[src/hw/rtl/vp9rtp_pkg.sv]
// Shared types, token codes and phase routing for the VP9 RTP descriptor parser.
package vp9rtp_pkg;

    localparam int unsigned LenWidth = 16;
    localparam logic [LenWidth-1:0] LenMax = '1;

    // Token kind codes carried in token_kind.
    localparam logic [3:0] TK_NONE       = 4'd0;
    localparam logic [3:0] TK_HEADER     = 4'd1;
    localparam logic [3:0] TK_PICTURE_ID = 4'd2;
    localparam logic [3:0] TK_LAYER_IDX  = 4'd3;
    localparam logic [3:0] TK_TL0        = 4'd4;
    localparam logic [3:0] TK_REFDIFF    = 4'd5;
    localparam logic [3:0] TK_SS_HDR     = 4'd6;
    localparam logic [3:0] TK_WIDTH      = 4'd7;
    localparam logic [3:0] TK_HEIGHT     = 4'd8;
    localparam logic [3:0] TK_GOF_COUNT  = 4'd9;
    localparam logic [3:0] TK_GOF_ENTRY  = 4'd10;
    localparam logic [3:0] TK_GOF_DIFF   = 4'd11;

    // Descriptor route levels: after header, after picture id,
    // after layer indices / TL0, after the P_DIFF list.
    localparam logic [1:0] LVL_HDR  = 2'd0;
    localparam logic [1:0] LVL_PID  = 2'd1;
    localparam logic [1:0] LVL_LIDX = 2'd2;
    localparam logic [1:0] LVL_DIFF = 2'd3;

    typedef enum logic [14:0] {
        PH_HDR   = 15'b000000000000001,
        PH_PID1  = 15'b000000000000010,
        PH_PID2  = 15'b000000000000100,
        PH_LIDX  = 15'b000000000001000,
        PH_TL0   = 15'b000000000010000,
        PH_PDIFF = 15'b000000000100000,
        PH_SSHDR = 15'b000000001000000,
        PH_WHI   = 15'b000000010000000,
        PH_WLO   = 15'b000000100000000,
        PH_HHI   = 15'b000001000000000,
        PH_HLO   = 15'b000010000000000,
        PH_NG    = 15'b000100000000000,
        PH_GOF   = 15'b001000000000000,
        PH_GDIFF = 15'b010000000000000,
        PH_SKIP  = 15'b100000000000000
    } phase_t;

    typedef struct packed {
        logic [7:0] rx_byte;
        logic       end_of_packet;
    } in_word_t;

    typedef struct packed {
        logic [3:0]          token_kind;
        logic [15:0]         token_value;
        logic [2:0]          temporal_id;
        logic                switch_up;
        logic [2:0]          spatial_id;
        logic [7:0]          item_index;
        logic                more_flag;
        logic                desc_done;
        logic                desc_error;
        logic [LenWidth-1:0] desc_length;
    } out_word_t;

    typedef struct packed {
        phase_t              phase;
        logic [7:0]          header_flags;
        logic [4:0]          ss_flags;        // {N_S-1, Y, G}
        logic [3:0]          layer_counter;
        logic [7:0]          gof_remaining;
        logic [7:0]          gof_entry_number;
        logic [1:0]          diff_remaining;
        logic [7:0]          held_high_byte;
        logic [LenWidth-1:0] byte_count;
    } state_t;

    localparam state_t StateReset = '{phase: PH_HDR, default: '0};

    // Next descriptor part following the given header-level part. The
    // scalability structure can follow any level, so it needs no level test.
    function automatic phase_t route(input logic [1:0] level, input logic [7:0] h);
        phase_t result;
        result = PH_SKIP;
        if (h[1]) begin
            result = PH_SSHDR;
        end
        if (level <= LVL_LIDX && h[4] && h[6]) begin
            result = PH_PDIFF;
        end
        if (level <= LVL_PID && h[5]) begin
            result = PH_LIDX;
        end
        if (level == LVL_HDR && h[7]) begin
            result = PH_PID1;
        end
        return result;
    endfunction

endpackage

[src/hw/rtl/vp9rtp_step.sv]
// Per-byte decode step: next parser state and the token that the byte produces.
module vp9rtp_step (
    input  vp9rtp_pkg::state_t    state_cur,
    input  vp9rtp_pkg::in_word_t  word_in,
    output vp9rtp_pkg::state_t    state_next,
    output logic                  tok_valid,
    output vp9rtp_pkg::out_word_t tok_word
);

    logic [7:0] b;
    logic       eop;
    logic       tok;
    logic       done;
    logic       err;
    logic [3:0] layer_inc;
    logic [7:0] gof_rem_dec;
    logic [1:0] diff_dec;
    vp9rtp_pkg::state_t    st;
    vp9rtp_pkg::out_word_t ow;
    vp9rtp_pkg::phase_t    next_phase;

    always_comb begin
        b           = word_in.rx_byte;
        eop         = word_in.end_of_packet;
        st          = state_cur;
        ow          = '0;
        tok         = 1'b0;
        next_phase  = vp9rtp_pkg::PH_SKIP;
        layer_inc   = state_cur.layer_counter + 4'd1;
        gof_rem_dec = state_cur.gof_remaining - 8'd1;
        diff_dec    = state_cur.diff_remaining - 2'd1;
        done        = 1'b0;
        err         = 1'b0;

        if (state_cur.phase == vp9rtp_pkg::PH_SKIP) begin
            next_phase = vp9rtp_pkg::PH_SKIP;
        end else begin
            if (state_cur.byte_count != vp9rtp_pkg::LenMax) begin
                st.byte_count = state_cur.byte_count + 1'b1;
            end
            case (state_cur.phase)
                vp9rtp_pkg::PH_HDR: begin
                    st.header_flags = b;
                    tok = 1'b1;
                    ow.token_kind = vp9rtp_pkg::TK_HEADER;
                    ow.token_value = {8'd0, b};
                    next_phase = vp9rtp_pkg::route(vp9rtp_pkg::LVL_HDR, b);
                end
                vp9rtp_pkg::PH_PID1: begin
                    if (b[7]) begin
                        st.held_high_byte = b;
                        next_phase = vp9rtp_pkg::PH_PID2;
                    end else begin
                        tok = 1'b1;
                        ow.token_kind = vp9rtp_pkg::TK_PICTURE_ID;
                        ow.token_value = {9'd0, b[6:0]};
                        next_phase = vp9rtp_pkg::route(vp9rtp_pkg::LVL_PID,
                                                       state_cur.header_flags);
                    end
                end
                vp9rtp_pkg::PH_PID2: begin
                    tok = 1'b1;
                    ow.token_kind = vp9rtp_pkg::TK_PICTURE_ID;
                    ow.more_flag = 1'b1;
                    ow.token_value = {1'b0, state_cur.held_high_byte[6:0], b};
                    next_phase = vp9rtp_pkg::route(vp9rtp_pkg::LVL_PID,
                                                   state_cur.header_flags);
                end
                vp9rtp_pkg::PH_LIDX: begin
                    tok = 1'b1;
                    ow.token_kind = vp9rtp_pkg::TK_LAYER_IDX;
                    ow.token_value = {8'd0, b};
                    ow.temporal_id = b[7:5];
                    ow.switch_up = b[4];
                    ow.spatial_id = b[3:1];
                    ow.more_flag = b[0];
                    next_phase = state_cur.header_flags[4]
                        ? vp9rtp_pkg::route(vp9rtp_pkg::LVL_LIDX, state_cur.header_flags)
                        : vp9rtp_pkg::PH_TL0;
                end
                vp9rtp_pkg::PH_TL0: begin
                    tok = 1'b1;
                    ow.token_kind = vp9rtp_pkg::TK_TL0;
                    ow.token_value = {8'd0, b};
                    next_phase = vp9rtp_pkg::route(vp9rtp_pkg::LVL_LIDX,
                                                   state_cur.header_flags);
                end
                vp9rtp_pkg::PH_PDIFF: begin
                    tok = 1'b1;
                    ow.token_kind = vp9rtp_pkg::TK_REFDIFF;
                    ow.token_value = {9'd0, b[7:1]};
                    ow.more_flag = b[0];
                    next_phase = b[0] ? vp9rtp_pkg::PH_PDIFF
                        : vp9rtp_pkg::route(vp9rtp_pkg::LVL_DIFF, state_cur.header_flags);
                end
                vp9rtp_pkg::PH_SSHDR: begin
                    tok = 1'b1;
                    ow.token_kind = vp9rtp_pkg::TK_SS_HDR;
                    ow.token_value = {8'd0, b};
                    st.ss_flags = {b[7:5], b[4], b[3]};
                    st.layer_counter = 4'd0;
                    if (b[4]) begin
                        next_phase = vp9rtp_pkg::PH_WHI;
                    end else if (b[3]) begin
                        next_phase = vp9rtp_pkg::PH_NG;
                    end else begin
                        next_phase = vp9rtp_pkg::PH_SKIP;
                    end
                end
                vp9rtp_pkg::PH_WHI: begin
                    st.held_high_byte = b;
                    next_phase = vp9rtp_pkg::PH_WLO;
                end
                vp9rtp_pkg::PH_HHI: begin
                    st.held_high_byte = b;
                    next_phase = vp9rtp_pkg::PH_HLO;
                end
                vp9rtp_pkg::PH_WLO: begin
                    tok = 1'b1;
                    ow.token_kind = vp9rtp_pkg::TK_WIDTH;
                    ow.item_index = {4'd0, state_cur.layer_counter};
                    ow.token_value = {state_cur.held_high_byte, b};
                    next_phase = vp9rtp_pkg::PH_HHI;
                end
                vp9rtp_pkg::PH_HLO: begin
                    tok = 1'b1;
                    ow.token_kind = vp9rtp_pkg::TK_HEIGHT;
                    ow.item_index = {4'd0, state_cur.layer_counter};
                    ow.token_value = {state_cur.held_high_byte, b};
                    st.layer_counter = layer_inc;
                    if ({1'b0, layer_inc} < {2'd0, state_cur.ss_flags[4:2]} + 5'd1) begin
                        next_phase = vp9rtp_pkg::PH_WHI;
                    end else if (state_cur.ss_flags[0]) begin
                        next_phase = vp9rtp_pkg::PH_NG;
                    end else begin
                        next_phase = vp9rtp_pkg::PH_SKIP;
                    end
                end
                vp9rtp_pkg::PH_NG: begin
                    tok = 1'b1;
                    ow.token_kind = vp9rtp_pkg::TK_GOF_COUNT;
                    ow.token_value = {8'd0, b};
                    st.gof_remaining = b;
                    st.gof_entry_number = 8'd0;
                    next_phase = (b != 8'd0) ? vp9rtp_pkg::PH_GOF : vp9rtp_pkg::PH_SKIP;
                end
                vp9rtp_pkg::PH_GOF: begin
                    tok = 1'b1;
                    ow.token_kind = vp9rtp_pkg::TK_GOF_ENTRY;
                    ow.item_index = state_cur.gof_entry_number;
                    ow.temporal_id = b[7:5];
                    ow.switch_up = b[4];
                    ow.token_value = {14'd0, b[3:2]};
                    st.diff_remaining = b[3:2];
                    if (b[3:2] != 2'd0) begin
                        next_phase = vp9rtp_pkg::PH_GDIFF;
                    end else begin
                        st.gof_entry_number = state_cur.gof_entry_number + 8'd1;
                        st.gof_remaining = gof_rem_dec;
                        next_phase = (gof_rem_dec == 8'd0) ? vp9rtp_pkg::PH_SKIP
                                                          : vp9rtp_pkg::PH_GOF;
                    end
                end
                vp9rtp_pkg::PH_GDIFF: begin
                    tok = 1'b1;
                    ow.token_kind = vp9rtp_pkg::TK_GOF_DIFF;
                    ow.item_index = state_cur.gof_entry_number;
                    ow.token_value = {8'd0, b};
                    st.diff_remaining = diff_dec;
                    if (diff_dec != 2'd0) begin
                        next_phase = vp9rtp_pkg::PH_GDIFF;
                    end else begin
                        st.gof_entry_number = state_cur.gof_entry_number + 8'd1;
                        st.gof_remaining = gof_rem_dec;
                        next_phase = (gof_rem_dec == 8'd0) ? vp9rtp_pkg::PH_SKIP
                                                          : vp9rtp_pkg::PH_GOF;
                    end
                end
                default: begin
                    next_phase = vp9rtp_pkg::PH_SKIP;
                end
            endcase
            done = (next_phase == vp9rtp_pkg::PH_SKIP);
            err  = eop && !done;
            tok  = tok || err;
        end

        st.phase = next_phase;
        ow.desc_done = done;
        ow.desc_error = err;
        ow.desc_length = st.byte_count;

        // The final byte of a packet always rearms the parser.
        state_next = eop ? vp9rtp_pkg::StateReset : st;
        tok_valid  = tok;
        tok_word   = ow;
    end

endmodule

[src/hw/rtl/vp9_rtp_descriptor_parser_top.sv]
// Top level of the VP9 RTP payload descriptor parser with its input and result registers.
//
// The parser takes one payload byte per word on the s_ channel and returns one token
// word on the m_ channel for every descriptor field it completes: the header byte,
// the picture id, layer indices, TL0PICIDX, each flexible-mode P_DIFF, and in the
// scalability structure its header byte, the per-layer width and height, N_G, each
// group-of-frames entry and its reference diffs. The token that finishes the descriptor
// has desc_done set; the remaining payload bytes are then swallowed until end_of_packet,
// after which the next byte is taken as a fresh header. A packet that ends before the
// descriptor is complete yields a token with desc_error set (of kind none if the byte
// itself completed nothing). Bytes that only hold the high half of a field give no
// word. The block sustains one byte per clock while m_ready does not stall it: a byte
// is captured in the input register, decoded by the step logic against the parse state
// and written into the result register, which presents its token on m_. A stall on
// m_ready holds the result register and the input register and then back-pressures
// s_ready; no word is lost or repeated.
module vp9_rtp_descriptor_parser_top (
    input  logic                  aclk,
    input  logic                  aresetn,
    input  logic                  s_valid,
    output logic                  s_ready,
    input  vp9rtp_pkg::in_word_t  s_data,
    output logic                  m_valid,
    input  logic                  m_ready,
    output vp9rtp_pkg::out_word_t m_data
);

    logic                  in_valid_reg;
    vp9rtp_pkg::in_word_t  in_word_reg;
    logic                  m_valid_reg;
    vp9rtp_pkg::out_word_t m_data_reg;
    vp9rtp_pkg::state_t    state_reg;
    vp9rtp_pkg::state_t    state_next;
    logic                  tok_valid;
    vp9rtp_pkg::out_word_t tok_word;
    logic                  out_free;
    logic                  advance;

    // The result register can be loaded when it is empty or being emptied.
    assign out_free = !m_valid_reg || m_ready;
    // A held byte is decoded as soon as the result register is free, whether or not it yields a token.
    assign advance  = in_valid_reg && out_free;
    assign s_ready  = !in_valid_reg || out_free;
    assign m_valid  = m_valid_reg;
    assign m_data   = m_data_reg;

    vp9rtp_step u_step (
        .state_cur  (state_reg),
        .word_in    (in_word_reg),
        .state_next (state_next),
        .tok_valid  (tok_valid),
        .tok_word   (tok_word)
    );

    always_ff @(posedge aclk) begin
        if (!aresetn) begin
            in_valid_reg <= 1'b0;
            m_valid_reg  <= 1'b0;
            state_reg    <= vp9rtp_pkg::StateReset;
        end else begin
            if (s_ready) begin
                in_valid_reg <= s_valid;
            end
            if (advance) begin
                state_reg <= state_next;
            end
            if (out_free) begin
                m_valid_reg <= advance && tok_valid;
            end
        end
    end

    // Payload registers carry no reset; their valid flags qualify them.
    always_ff @(posedge aclk) begin
        if (s_valid && s_ready) begin
            in_word_reg <= s_data;
        end
        if (advance && tok_valid) begin
            m_data_reg <= tok_word;
        end
    end

    // A token of kind none is only ever sent to report an early packet end.
    a_none_is_error : assert property (@(posedge aclk) disable iff (!aresetn)
        m_valid && m_data.token_kind == vp9rtp_pkg::TK_NONE |-> m_data.desc_error)
        else $error("token of kind none without an error flag");

    // A descriptor cannot be both complete and cut short.
    a_done_xor_error : assert property (@(posedge aclk) disable iff (!aresetn)
        m_valid |-> !(m_data.desc_done && m_data.desc_error))
        else $error("token flagged both done and error");

    // Every token comes from at least one descriptor byte.
    a_length_nonzero : assert property (@(posedge aclk) disable iff (!aresetn)
        m_valid |-> m_data.desc_length != '0)
        else $error("token reports a zero descriptor length");

    // The parse state only moves when a held byte is decoded.
    a_state_holds : assert property (@(posedge aclk) disable iff (!aresetn)
        !advance |=> $stable(state_reg))
        else $error("parse state changed without a decoded byte");

endmodule
[config.mk]
export PLATFORM = sky130hd
export DESIGN_NAME = vp9_rtp_descriptor_parser_top
export DESIGN_NICKNAME = d
export VERILOG_FILES = /design/src/hw/rtl/vp9rtp_pkg.sv /design/src/hw/rtl/vp9rtp_step.sv /design/src/hw/rtl/vp9_rtp_descriptor_parser_top.sv
export SDC_FILE = /design/constraint.sdc
export NUM_CORES = 1
export LEC_CHECK = 0
export BUFFER_PORTS_ARGS = -buffer_cell sky130_fd_sc_hd__buf_2
export CAP_MARGIN = 40
export CORE_MARGIN = 5
export CORE_UTILIZATION = 64
export CTS_CLUSTER_SIZE = 12
export DETAILED_ROUTE_END_ITERATION = 8
export HOLD_SLACK_MARGIN = 0.06
export PLACE_DENSITY = 0.85
export SLEW_MARGIN = 30
export SYNTH_ARGS = -nofsm -noshare
export SYNTH_HDL_FRONTEND = slang
export SYNTH_SLANG_ARGS = --single-unit
[constraint.sdc]
create_clock -name aclk -period 8.4 [get_ports aclk]
set_input_delay 0.84 -clock aclk [delete_from_list [all_inputs] [get_ports aclk]]
set_output_delay 0.84 -clock aclk [all_outputs]
set_load 0.05 [all_outputs]
==> results of run 1 <==
## critical path, cell delays in order (launching register included)
cell     delay [ns]
dfxtp_1        0.41
nor4_4         0.81
nand3_1        0.30
nor2_1         0.57
or4_1          0.22
nor2_1         0.07
nor4_2         0.27
or2_2          0.51
buf_4          0.50
## worst paths after layout
kind / endpoint / depth (start not counted) / slack, ns / start
worst min-delay path: state_reg[23] / 2 / 0.46 / state_reg[23]
worst max-delay path: m_data[1] / 8 / 4.33 / state_reg[59]
worst min register to register: state_reg[23] / 2 / 0.46 / state_reg[23]
worst max register to register: m_data[1] / 8 / 4.33 / state_reg[59]
## cells in the mapped netlist, drive strengths merged (11+ instances only)
master,number,area share (%)
dfxtp,71,20
edfxtp,63,27
nand2,63,3.4
nor2,52,2.9
o21ai,35,2.5
clkbuf,32,1.8
nand3,32,2.3
nor2b,31,2.8
and2,27,2.5
nand4,24,2.3
nor3,21,1.7
a21oi,19,1.5
mux2i,19,2.7
a21boi,16,1.7
and3,16,1.4
buf,15,1.5
xnor2,15,1.9
inv,13,0.70
xor2,12,1.5
nor4,11,1.6
## cell families after synthesis
| kind of cell | Yosys count | synth area share [%] |
|---|---|---|
| AOI/OAI and AO/OA | 137 | 14.1 |
| xor gates and xnor gates | 27 | 3.38 |
| adders and majority gates | 10 | 1.79 |
| buffers and inverters | 60 | 3.96 |
| DFF | 134 | 47.4 |
| muxes | 22 | 3.20 |
| and+or+nand+nor | 326 | 26.1 |
## cell usage in the layout (no fill, tap or decap), drive strengths merged, types with 16 or more instances in the layout
cell type / n
clkbuf: 23
a21oi: 19
mux2i: 19
buf: 77
nor2b: 31
and3: 16
edfxtp: 63
nor3: 21
nand3: 32
nor2: 52
nand4: 24
a21boi: 16
nand2: 63
and2: 27
o21ai: 35
dfxtp: 71
## layer usage
layer  vias to the layer above  part of all wire (%)  global-route usage, %
met5                         -                     0                      0
met4                         0                   2.6                   12.9
met1                      2852                    41                   36.8
li1                       2732                     -                      -
met3                        44                   7.1                   8.46
met2                       249                    50                   49.6
## final cells by class
cell class / count / area (um2) / area share [%]
multi-input cells: 522 / 3400 / 43.0
well taps: 140 / 175 / 2.22
inverters: 13 / 48.8 / 0.617
repair buffers: 77 / 415 / 5.26
clock inverters: 9 / 73.8 / 0.934
flip-flops and latches: 134 / 3310 / 41.9
clock buffers: 23 / 478 / 6.05
## power by group through the flow
stage | clock (W) | sequential (W) | combinational, W
after detailed placement | 0 | 0.000746 | 0.000181
after CTS | 0.000697 | 0.000732 | 0.000182
final | 0.000695 | 0.000733 | 0.000183
after floorplan | 0 | 0.000800 | 0.0000790
after global placement | 0 | 0.000744 | 0.000178
after global routing | 0.000732 | 0.000735 | 0.000193
## per-stage QoR
stage          std cells  power (W)  area, um2  worst slack [ns]
6_report             918    0.00161       7900              4.33
2_1_floorplan        716   0.000879       6990              4.84
3_3_place_gp         883   0.000922       7320              4.63
4_1_cts              916    0.00161       7880              4.38
5_1_grt              918    0.00166       7900              4.13
3_5_place_dp         884   0.000926       7330              4.43
==> results.sh, run 1 <==
export IMPL_synth_edf_count=63
export IMPL_worstSetupPathType="flop to flop"
export IMPL_swShare_pct=26.7
export IMPL_yosys_warnings=0
export IMPL_largest_reg_flops=69
export IMPL_power_internal_w=0.00118
export IMPL_nFillCells=760
export IMPL_die_area_um2=13100
export IMPL_drive_above_1_share_pct=17.4
export IMPL_setup_viol=0
export IMPL_hold_violations=0
export IMPL_htree_num_levels=4
export IMPL_holdBufCountCts=0
export IMPL_slew_violations=0
export IMPL_maxCapViolCount=0
export IMPL_fp_row_count=38
export IMPL_grt_pass1_vias=5715
export IMPL_powerDensity_nw_per_um2=204
export IMPL_period_share_pct=48.5
export IMPL_pwr_share_clk_pct=43.1
export IMPL_power_switching_w=0.000429
export IMPL_async_flop_share_pct=0
export IMPL_post_drt_wl_per_cell_um=20.8
export IMPL_holdWs_ns=0.459
export IMPL_num_vias=5877
export IMPL_avgSynthCellArea_um2=9.76
export IMPL_routabilityCongestion=0.989
export IMPL_core_area_um2=10800
export IMPL_postCtsResizedCells=0
export IMPL_grt_first_pass_wirelength_mm=30.1
export IMPL_worst_path_max_fanout=34
export IMPL_root_buffer="clkbuf_8"
export IMPL_ioPinCount=69
export IMPL_antenna_found_initial=0
export IMPL_p_leak_nw=3.04
export IMPL_cp_required_ns=8.58
export IMPL_syn_instance_count=716
export IMPL_grt_overflow_total=0
export IMPL_clk_latency_ns=0.54
export IMPL_cts_setup_buffers=0
export IMPL_cts_made_buffers=17
export IMPL_synthDistinctLibCells=70
export IMPL_finalClockSkew_ns=0.00643
export IMPL_utilization_pct=73.2
export IMPL_syn2layout_area_growth_pct=13.1
export IMPL_synth_net_count=739
export IMPL_dieHeight_um=114
export IMPL_worst_ep_arrival_time_ns=4.25
export IMPL_syn_cell_area_um2=6990
export IMPL_finalSetupTns_ns=0
export IMPL_rsz0062_at_grt="false"
export IMPL_die_w_um=114
export IMPL_crit_path_end_kind="flop"
export IMPL_drtAntennaViolNets=0
export IMPL_post_dp_hpwl_mm=12.8
export IMPL_clk_pin_slew_ns=0.06
export IMPL_synthFlopType="dfxtp_1"
export IMPL_vias_per_cell=6.40
export IMPL_tritoncts="built"
export IMPL_p_seq_share_pct=45.5
export IMPL_worstHoldPathType="flop to flop"
export IMPL_cts_sinks=134
export IMPL_routed_wirelength_mm=19.1
export IMPL_io_buffers=68
export IMPL_fin_nets=788
export IMPL_cts_buffer_depth=2
export IMPL_seq_area_frac_synth_pct=47.4
export IMPL_min_period_ns=4.07
export IMPL_status="complete, no violations"
export IMPL_synth_seq_cells=134
export IMPL_startpoint_type="flop"
export IMPL_drtPass1Iterations=6
export IMPL_p_comb_share_pct=11.4
export IMPL_drc=0
export IMPL_antenna_cells=0
export IMPL_vdd_drop_max_mv=0.196
export IMPL_max_freq_ghz=0.246
export IMPL_grtUsageTotal_pct=30.1
export IMPL_first_iter_violations=613
export IMPL_start_util_pct=64.7
export IMPL_relSlewSlack_pct=37.5
export IMPL_grt_max_degree=77
export IMPL_worstMarginPinSlew_ns=0.938
(Power assumes the default switching activity.)
==> run 2, diff against run 1 <==
- CORE_UTILIZATION: 64 -> 59
- PLACE_DENSITY: 0.85 -> 0.8
- clock period: 8.4 -> 3.8 ns (I/O delays scaled with it)
==> run 2 against run 1 <==
  * Clock power rose by 130%
  * Setup slack got worse by 3.9 ns
  * Critical endpoint is now m_data[36]
  * Cell count rose by 1.7%
  * Clock skew rose by 0.0039 ns
  * Sequential power rose by 120%
  * Count of clock-buffer cells in the layout fell by 1
  * Largest cell class unchanged
  * Register-to-register slack got worse by 3.9 ns
  * Via count rose by 0.88%
==> results.sh, run 2 (synthesis results as in run 1) <==
export IMPL_reg2reg_from="state_reg[42]"
export IMPL_p_leak_nw=3.12
export IMPL_core_area_um2=11500
export IMPL_period_share_pct=87.7
export IMPL_maxCapViolCount=0
export IMPL_drc=0
export IMPL_drtAntennaViolNets=0
export IMPL_holdBufCountCts=0
export IMPL_die_area_um2=14100
export IMPL_die_w_um=119
export IMPL_clk_latency_ns=0.42
export IMPL_worst_ep_arrival_time_ns=3.44
export IMPL_htree_num_levels=4
export IMPL_io_buffers=68
export IMPL_nFillCells=906
export IMPL_post_drt_wl_per_cell_um=20.4
export IMPL_grt_max_degree=46
export IMPL_worstHoldPathType="primary input to flop"
export IMPL_antenna_found_initial=0
export IMPL_grt_first_pass_wirelength_mm=30.0
export IMPL_cp_slowest_cell="or2_2"
export IMPL_syn2layout_area_growth_pct=15.1
export IMPL_routabilityCongestion=0.930
export IMPL_vias_per_cell=6.35
export IMPL_fp_row_count=39
export IMPL_slew_violations=0
export IMPL_postCtsResizedCells=0
export IMPL_grt_pass1_vias=5733
export IMPL_rrSetupSlack_ns=0.47
export IMPL_slowest_delay_ns=0.47
export IMPL_worst_path_max_fanout=37
export IMPL_crit_path_start="state_reg[42]"
export IMPL_placed_area_um2=7450
export IMPL_cts_buffer_depth=2
export IMPL_holdWs_ns=0.136
export IMPL_final_common_cell="dfxtp_1"
export IMPL_hold_path_endpoint="in_word_reg[4]"
export IMPL_grtUsageTotal_pct=27.0
export IMPL_relSlewSlack_pct=41.2
export IMPL_dieHeight_um=119
export IMPL_startpoint_type="flop"
export IMPL_setup_viol=0
export IMPL_post_dp_hpwl_mm=13.2
export IMPL_root_buffer="clkbuf_16"
export IMPL_powerDensity_nw_per_um2=453
export IMPL_start_util_pct=60.7
export IMPL_cp_cell_sequence="ha_1, xor2_1, ha_1, o21a_1, o21ai_0, o221ai_1, nor4_2, or2_2, buf_12"
export IMPL_vdd_drop_max_mv=0.516
export IMPL_fin_nets=801
export IMPL_path_common_cell="ha_1"
export IMPL_utilization_pct=69.9
export IMPL_min_path_cells=1
export IMPL_hold_start="s_data[4]"
export IMPL_min_period_ns=3.33
export IMPL_worstMarginPinSlew_ns=0.878
export IMPL_rsz0062_at_grt="false"
export IMPL_finalSetupTns_ns=0
export IMPL_rr_worst_depth=9
export IMPL_cts_sinks=134
export IMPL_r2r_end="m_data[36]"
export IMPL_crit_path_end_kind="flop"
export IMPL_clk_pin_slew_ns=0.06
export IMPL_drtPass1Iterations=6
export IMPL_first_iter_violations=658
export IMPL_final_cell_mix="71 x dfxtp_1, 68 x buf_2, 63 x nand2_1, 63 x edfxtp_1, 51 x nor2_1"
export IMPL_ioPinCount=69
export IMPL_grt_overflow_total=0
export IMPL_finalClockSkew_ns=0.0103
export IMPL_hold_violations=0
export IMPL_routed_wirelength_mm=19.1
export IMPL_num_vias=5929
export IMPL_cts_made_buffers=17
export IMPL_stdcell_area_um2=8050
export IMPL_status="complete, no violations"
export IMPL_cts_setup_buffers=0
export IMPL_drive_above_1_share_pct=19.2
export IMPL_worstSetupPathType="flop to flop"
export IMPL_largest_reg_flops=69
export IMPL_max_freq_ghz=0.300
export IMPL_antenna_cells=0
export IMPL_tritoncts="built"
export IMPL_cp_required_ns=3.91
-- run 2: per-stage QoR --
step	power, W	worst slack (ns)	cells
detailed placement	0.00206	0.555	901
global route	0.00375	0.204	934
finish	0.00364	0.467	934
floorplan	0.00194	0.241	716
global placement	0.00205	0.674	901
CTS	0.00365	0.486	933
-- run 2: worst max-delay path by stage --
stage	end	slack (ns)	depth (start not counted)
finish	m_data[36]	0.47	9
global route	m_data[37]	0.20	9
CTS	m_data[37]	0.49	9
detailed placement	m_data[37]	0.55	9
global placement	m_data[51]	0.67	9
floorplan	m_data[0]	0.24	8
-- run 2: report_power, final --
part           total [W]  internal [W]  switching [W]
Sequential       0.00161       0.00158      0.0000335
Clock            0.00161      0.000991       0.000616
Combinational   0.000424      0.000108       0.000317
Total            0.00364       0.00268       0.000966
-- run 2: critical path: cells and delay by family (launching register included) --
family / cells / cell delay, ns
flops: 1 / 0.42
xor+xnor: 1 / 0.20
fa+ha+maj: 2 / 0.50
buf+inv: 1 / 0.29
compound gates: 3 / 0.77
simple gates: 2 / 0.80
-- run 2: routing by layer --
layer	GRT usage, %	share of wire (%)
met5	0	0
met4	13.2	3.6
met2	43.5	47
met1	34.7	42
met3	5.97	7.5
-- run 2: layout make-up --
type / count / area [um2] / area share [%]
clock buffer: 22 / 495 / 6.16
clock inverter: 10 / 92.6 / 1.15
inverter: 13 / 48.8 / 0.607
multi-input combinational: 522 / 3400 / 42.2
sequential: 134 / 3310 / 41.2
tap: 143 / 179 / 2.22
timing repair buffer: 90 / 518 / 6.44
